===== src/sv/fsim_pkg.sv =====
// ============================================================================
// fsim_pkg: shared definitions for the flow-shop insertion makespan engine
// Field widths, command and status codes, and the control word that drives
// the shared completion-time cell.
// ============================================================================
package fsim_pkg;

    localparam int CMD_W  = 3;
    localparam int JOB_W  = 6;
    localparam int MACH_W = 5;
    localparam int TIME_W = 16;
    localparam int POS_W  = 7;
    localparam int SPAN_W = 23;
    localparam int STAT_W = 2;
    localparam int CFG_W  = 6;

    localparam logic [CMD_W-1:0] CMD_WRITE    = 3'd0;
    localparam logic [CMD_W-1:0] CMD_CLEAR    = 3'd1;
    localparam logic [CMD_W-1:0] CMD_APPEND   = 3'd2;
    localparam logic [CMD_W-1:0] CMD_INSERT   = 3'd3;
    localparam logic [CMD_W-1:0] CMD_REMOVE   = 3'd4;
    localparam logic [CMD_W-1:0] CMD_MAKESPAN = 3'd5;
    localparam logic [CMD_W-1:0] CMD_BEST     = 3'd6;

    localparam logic [STAT_W-1:0] ST_OK    = 2'd0;
    localparam logic [STAT_W-1:0] ST_FULL  = 2'd1;
    localparam logic [STAT_W-1:0] ST_RANGE = 2'd2;

    typedef struct packed {
        logic valid;
        logic first_row;
        logic first_col;
        logic job_ok;
    } t_cell_ctl;

endpackage


===== src/sv/fsim_cell.sv =====
// ============================================================================
// fsim_cell: shared completion-time unit
// Holds the completion row and evaluates one cell per cycle:
// C = max(row entry, previous stage) + time, written back into the row.
// ============================================================================
module fsim_cell #(
    parameter  int MAX_MACHINES = 32,
    parameter  int ROW_W        = 23,
    localparam int RIX_W        = (MAX_MACHINES > 1) ? $clog2(MAX_MACHINES) : 1
) (
    input  logic                        i_clk,
    input  logic                        i_rst_n,
    input  fsim_pkg::t_cell_ctl         i_ctl,
    input  logic [RIX_W-1:0]            i_idx,
    input  logic [fsim_pkg::TIME_W-1:0] i_time,
    output logic [ROW_W-1:0]            o_last,
    output logic                        o_busy
);
    import fsim_pkg::*;

    logic [ROW_W-1:0] r_row [MAX_MACHINES];
    logic [ROW_W-1:0] r_row_q;
    logic [ROW_W-1:0] r_prev;
    t_cell_ctl        r_ctl;
    logic [RIX_W-1:0] r_idx;

    logic [ROW_W-1:0] above;
    logic [ROW_W-1:0] left;
    logic [ROW_W-1:0] start;
    logic [ROW_W-1:0] sum;

    always_comb begin
        above = r_ctl.first_row ? '0 : r_row_q;
        left  = r_ctl.first_col ? '0 : r_prev;
        start = (above > left) ? above : left;
        sum   = start + (r_ctl.job_ok ? ROW_W'(i_time) : '0);
    end

    always_ff @(posedge i_clk) begin
        if (i_ctl.valid) begin
            r_row_q <= r_row[i_idx];
        end
        if (r_ctl.valid) begin
            r_row[r_idx] <= sum;
        end
    end

    always_ff @(posedge i_clk) begin
        if (!i_rst_n) begin
            r_ctl  <= '0;
            r_prev <= '0;
        end else begin
            r_ctl <= i_ctl;
            if (r_ctl.valid) begin
                r_prev <= sum;
            end
        end
        r_idx <= i_idx;
    end

    assign o_last = r_prev;
    assign o_busy = r_ctl.valid;

endmodule


===== config.mk =====
export PLATFORM = sky130hd
export DESIGN_NAME = fsim_cell
export DESIGN_NICKNAME = d
export VERILOG_FILES = /design/src/sv/fsim_pkg.sv /design/src/sv/fsim_cell.sv
export SDC_FILE = /design/constraint.sdc
export NUM_CORES = 1
export LEC_CHECK = 0
export ABC_CLOCK_PERIOD_IN_PS = 5700
export BUFFER_PORTS_ARGS = -buffer_cell sky130_fd_sc_hd__buf_2
export CORE_MARGIN = 3
export CORE_UTILIZATION = 31
export CTS_BUF_LIST = sky130_fd_sc_hd__clkbuf_4
export DETAILED_ROUTE_END_ITERATION = 6
export PLACE_DENSITY = 0.5
export SLEW_MARGIN = 5
export SYNTH_ARGS = -nofsm -noshare
export SYNTH_HDL_FRONTEND = slang
export SYNTH_SLANG_ARGS = --single-unit
export TNS_END_PERCENT = 1

===== constraint.sdc =====
create_clock -name i_clk -period 5.7 [get_ports i_clk]
set_input_delay 0.855 -clock i_clk [delete_from_list [all_inputs] [get_ports i_clk]]
set_output_delay 0.855 -clock i_clk [all_outputs]
set_load 0.05 [all_outputs]

# [After elaboration in Yosys (flattened, before gate mapping)]
# Memories as Yosys holds them, arrays and structs flattened. A register that Yosys moved wholly into a read port is not among the register bits.
# Index checks and enable logic that the tools add are counted.
[totals] inputBits=27 word_cells=15 mem_count=1 out_inout_bits=24 ff_bits=32 ram_bits=736
[classes] n_lt_le_gt_ge=1 n_addsub=1 muxes=6
[memory_table] name="r_row" words=32 word_bits=23 rd=1 rd_ports_with_merged_regs=1 write_ports=1 line_no="fsim_cell.sv:21" rtl="logic [ROW_W-1:0] r_row [MAX_MACHINES];"
[ops] operator="$mux W23" count=3
[ops] operator="$add A23 B16 Y23" count=1
[ops] operator="$gt A23 B23 Y1" count=1
[ops] operator="$mux W16" count=1
[ops] operator="$mux W1" count=2

# [Longest topological paths before layout]
[depth] depth_word=4 depth_mapped=22 mapped_depth_nobuf=20

# [Least setup slack after synthesis]
# No wires, ideal clock.
[synth_timing] kind="register -> register" start="register r_prev[20], in the netlist o_last[20]" end="memory r_row[0][19] (data pin)" stages_incl_launch_ff=21 synth_period_minus_slack_ns=6.130 path_buffers=2 required_ns=5.332 setup_slack_ns=-0.430 setup_ns=0.368 arrival_time_ns=5.762 cell_sequence="dfxtp_1 nor2b_1 inv_1 ha_1 and4_2 a221oi_1 o211a_1 nor2_1 clkbuf_1 clkbuf_1 nand2_1 o21ai_0 ha_1 nand4_1 or4_1 nand4_1 and2_1 a221oi_1 or4_1 a21o_1 o21bai_1"
[synth_via] elab_chain_len=4
[synth_rtl] item="from (decl)" line_no="fsim_cell.sv:23" rtl="logic [ROW_W-1:0] r_prev;"
[synth_rtl] item="from (signal assigned)" line_no="fsim_cell.sv:55" rtl="r_prev <= sum;"
[synth_rtl] item="$mux W23" line_no="fsim_cell.sv:34" rtl="left = r_ctl.first_col ? '0 : r_prev;"
[synth_rtl] item="$gt A23 B23 Y1" line_no="fsim_cell.sv:35" rtl="start = (above > left) ? above : left;"
[synth_rtl] item="$mux W23" line_no="fsim_cell.sv:35"
[synth_rtl] item="$add A23 B16 Y23" line_no="fsim_cell.sv:36" rtl="sum = start + (r_ctl.job_ok ? ROW_W'(i_time) : '0);"
[synth_rtl] item="via sum[19]" line_no="fsim_cell.sv:30" rtl="logic [ROW_W-1:0] sum;"
[synth_rtl] item="to (decl)" line_no="fsim_cell.sv:21"
# The timed path passes the listed nets, and every way through them passes these cells.

# [Worst setup path in the final report]
[layout_timing] start="register r_ctl[2] (netlist bit)" end="memory r_row[2][18] (data pin)"
[layout_via] elab_chain_len=4
[layout_rtl] item="from (decl)" line_no="fsim_cell.sv:24" rtl="t_cell_ctl r_ctl;"
[layout_rtl] item="from (signal assigned)" line_no="fsim_cell.sv:53" rtl="r_ctl <= i_ctl;"
[layout_rtl] item="$mux W23 (*)" line_no="fsim_cell.sv:33" rtl="above = r_ctl.first_row ? '0 : r_row_q;"
[layout_rtl] item="$gt A23 B23 Y1" line_no="fsim_cell.sv:35"
[layout_rtl] item="$mux W23 (*)" line_no="fsim_cell.sv:35"
[layout_rtl] item="$add A23 B16 Y23 (*)" line_no="fsim_cell.sv:36"
[layout_rtl] item="via sum[18]" line_no="fsim_cell.sv:30"
# Mark *: on every way through the listed nets, which the timed path passes. The rest lies on a longest branch.

==> impl_metrics.csv <==
group,metric,value,unit
min_path,hold_path_depth,2,
yosys,ys_ff_latch,791,
drt,routed_wl,89100,um
setup_path,end_kind,"flop",
yosys,synth.net_count,1609,
timing,rsz0062_at_grt,"yes",
power_and_ir_drop,combPwrFrac,0.104,
yosys,ys_seq_area_frac,0.733,
global_routing,grt_pass1_vias,17600,
floorplanning,dieHeight,327,um
global_routing,grt_overflow,0,
timing,max_slew_margin,0.203,
power_and_ir_drop,share_clk_of_total_power,0.374,
place,port_buffers,50,
setup_path,crit_required,6450,ps
min_path,hp-start,"i_rst_n",
cells_and_area,syn_to_final_growth,17.7,%
floorplanning,dieWidth,327,um
cts,clockBufferDepth,3,
setup_path,criticalPathCategory,"flop to flop",
drt,via_count,17100,
place,dpl_worst_slack,-56.9,ps
cts,cts_tree,"built",
setup_path,path_buf_inv,3,
place,gp_congestion,0.810,
timing,min_period,5460,ps
cells_and_area,fillCellCount,9421,
setup_path,startpoint_type,"flop",
power_and_ir_drop,p_int,9.75,mW
timing,skew,63.6,ps
setup_path,slowest_delay,600,ps
drt,drc_errors,0,
yosys,netlist_area,32000,um^2
floorplanning,pin_count,51,
timing,period_share,0.958,
global_routing,grt_first_pass_wirelength,127000,um
cts,clock_latency,1080,ps
cells_and_area,drive_gt1_frac,0.406,
drt,first_pass_iters,5,
timing,slew_viol_final,0,
power_and_ir_drop,swShare,0.248,
drt,drtIter0Drc,1707,
min_path,min_path_type,"input pin to flop",
yosys,synth-edff-count,759,
yosys,synth_mux_area_frac,0.174,
power_and_ir_drop,power_leakage,12.4,nW
status,status,"finished clean",
cts,cts_sinks,791,
timing,final.setup.worst_slack,237,ps
yosys,ys.flop_type,"edfxtp_1",
yosys,synth_xor_area_frac,0.00438,
timing,tightest_slew,1200,ps
global_routing,antenna_found_initial,7,
cts,cts_made_buffers,203,
setup_path,r2r-start,"r_ctl[2]",
yosys,syn_avg_cell_area,20.8,um^2
place,post-dp-hpwl,53500,um
setup_path,critPathArrivalTime,6220,ps
yosys,synth_compound_area_frac,0.0242,
power_and_ir_drop,power.switching,3.21,mW
setup_path,r2r_cells,20,
cts,clockRootBuffer,"clkbuf_4",
yosys,synthArstFlopShare,0,
yosys,yosysWarnings,0,
setup_path,r2r-end,"r_row[2][18]",
cts,htreeDepth,4,
floorplanning,fp.coreArea,102000,um^2
yosys,synth-simple-area-share,0.0385,
timing,hold_viol_final,0,
power_and_ir_drop,peakVddDrop,175,uV
floorplanning,start_util,0.314,
power_and_ir_drop,power_frac_seq,0.523,
timing,setup_violations,0,
power_and_ir_drop,p_per_area,344,nW/um^2
setup_path,cp_max_fo,32,
drt,ant_nets,0,
drt,via_per_inst,5.10,
timing,fmax,0.183,GHz
yosys,yosys.area_share.adder,0.0167,
setup_path,crit_family,"simple AND/OR/NAND/NOR gates",
setup_path,crit_chain,"buf_4 -> nor2b_1 -> ha_1 -> nand4_1 -> or4_4 -> or2_2 -> nand2_1 -> o21ai_0 -> ha_1 -> fa_1 -> a211oi_2 -> o211a_1 -> o31ai_1 -> a31oi_2 -> o21ai_1 -> buf_4 -> nor3_1 -> a21oi_1 -> and3_1 -> buf_12",
yosys,synthCells,1540,
cells_and_area,final_common_cell,"edfxtp_1",
timing,fin_setup_tns,0,ps
cts,clk_pin_slew_worst_paths,70,ps
setup_path,slowest_stage,"or4_4",
global_routing,grt_max_degree,89,
global_routing,track_usage,0.168,
yosys,synth_top_family_by_area,"multiplexers",
run,drv_cap,0,
floorplanning,die_area,107000,um^2
yosys,yosysUniqueCellTypes,60,
floorplanning,rows,117,
drt,wl_per_cell,26.6,um
setup_path,r2r_slack,240,ps
cells_and_area,nets,1897,
cells_and_area,mostFrequentLayoutCells,"edfxtp_1 (759), clkbuf_4 (303), mux4_2 (230), buf_4 (91), buf_2 (47)",
min_path,min_to,"o_last[13]",
area by class of cell:
class / count / area (um^2) / area share
Clock buffer: 303 / 2270 / 0.0604
Clock inverter: 49 / 307 / 0.00814
Tap cell: 1368 / 1710 / 0.0455
Sequential cell: 791 / 23400 / 0.623
Antenna cell: 6 / 15.0 / 0.000399
Multi-Input combinational cell: 668 / 8680 / 0.231
Timing Repair Buffer: 153 / 1170 / 0.0310
Inverter: 11 / 41.3 / 0.00110
power by group through the flow:
stage	registers (mW)	clock network, mW	logic [mW]
floorplan	6.93	0	0.715
global placement	6.90	0	1.31
detailed placement	6.90	0	1.34
CTS	6.77	5.00	1.35
global route	6.77	5.32	1.46
finish	6.77	4.85	1.34
per-stage QoR:
stage,power (mW),utilization,hold slack (ps),area [um^2],std cells
2_1_floorplan,7.65,-,705,32000,1540
6_report,13.0,0.369,348,37600,3349
3_5_place_dp,8.24,0.342,542,34900,2984
5_1_grt,13.6,0.369,283,37600,3346
3_3_place_gp,8.20,0.342,500,34900,2984
4_1_cts,13.1,0.368,208,37500,3339
Yosys cell counts (22+ instances only):
| cell | count | area, um^2 |
|---|---|---|
| edfxtp_1 | 759 | 22800 |
| mux4_2 | 230 | 5180 |
| clkbuf_1 | 50 | 188 |
| nor2_1 | 49 | 184 |
| ha_1 | 41 | 513 |
| nor2b_1 | 38 | 238 |
| nand2_1 | 36 | 135 |
| dfxtp_1 | 32 | 641 |
| o21ai_0 | 30 | 150 |
| a21oi_1 | 26 | 130 |
| and2_1 | 23 | 144 |
| mux2_2 | 23 | 259 |
| nand2b_1 | 22 | 138 |
cells by family (layout without fill, tap and decap cells):
group	count (synthesis)	in the layout
xor+xnor	16	16
simple gates	228	229
buf+inv	82	516
other cells	0	6
compound gates	115	115
fa+ha+maj	42	42
flops	791	791
mux	266	266
state kept, by name (all words and copies together), names as in the netlist:
signal,cells
r_row,736
o_last,23
r_row_q,23
r_idx,5
r_ctl,3
o_busy,1
timing repair:
item / 4_1_cts / 5_1_grt
cloned: 0 / 1
pin swaps: 0 / 4
endpoints found under the setup margin: 134 / 225
setup buffers: 0 / 3
hold buffers: 3 / 0
endpoints found under the hold margin: 3 / 0
gates resized for setup: 3 / 18
worst max path at each step:
stage | end | slack [ps] | cells past startpoint | start
2_1_floorplan | r_row[0][16] | -220 | 17 | o_last[20]
3_3_place_gp | r_row[24][19] | 60 | 23 | r_ctl[1]
3_5_place_dp | r_row[17][19] | -60 | 20 | r_ctl[1]
4_1_cts | r_row[31][19] | 30 | 23 | r_ctl[1]
5_1_grt | r_row[24][12] | -60 | 18 | r_ctl[2]
6_report | r_row[2][18] | 240 | 20 | r_ctl[2]
metal layers:
metal,up-vias,track usage,routed length (um),part of all wire
met5,-,0,0,0
li1,7161,-,-,-
met3,148,0.0445,7170,0.080
met2,708,0.249,40200,0.45
met4,0,0.0531,1860,0.021
met1,9062,0.242,39900,0.45
No activity file was read; power rests on OpenSTA's default activity.
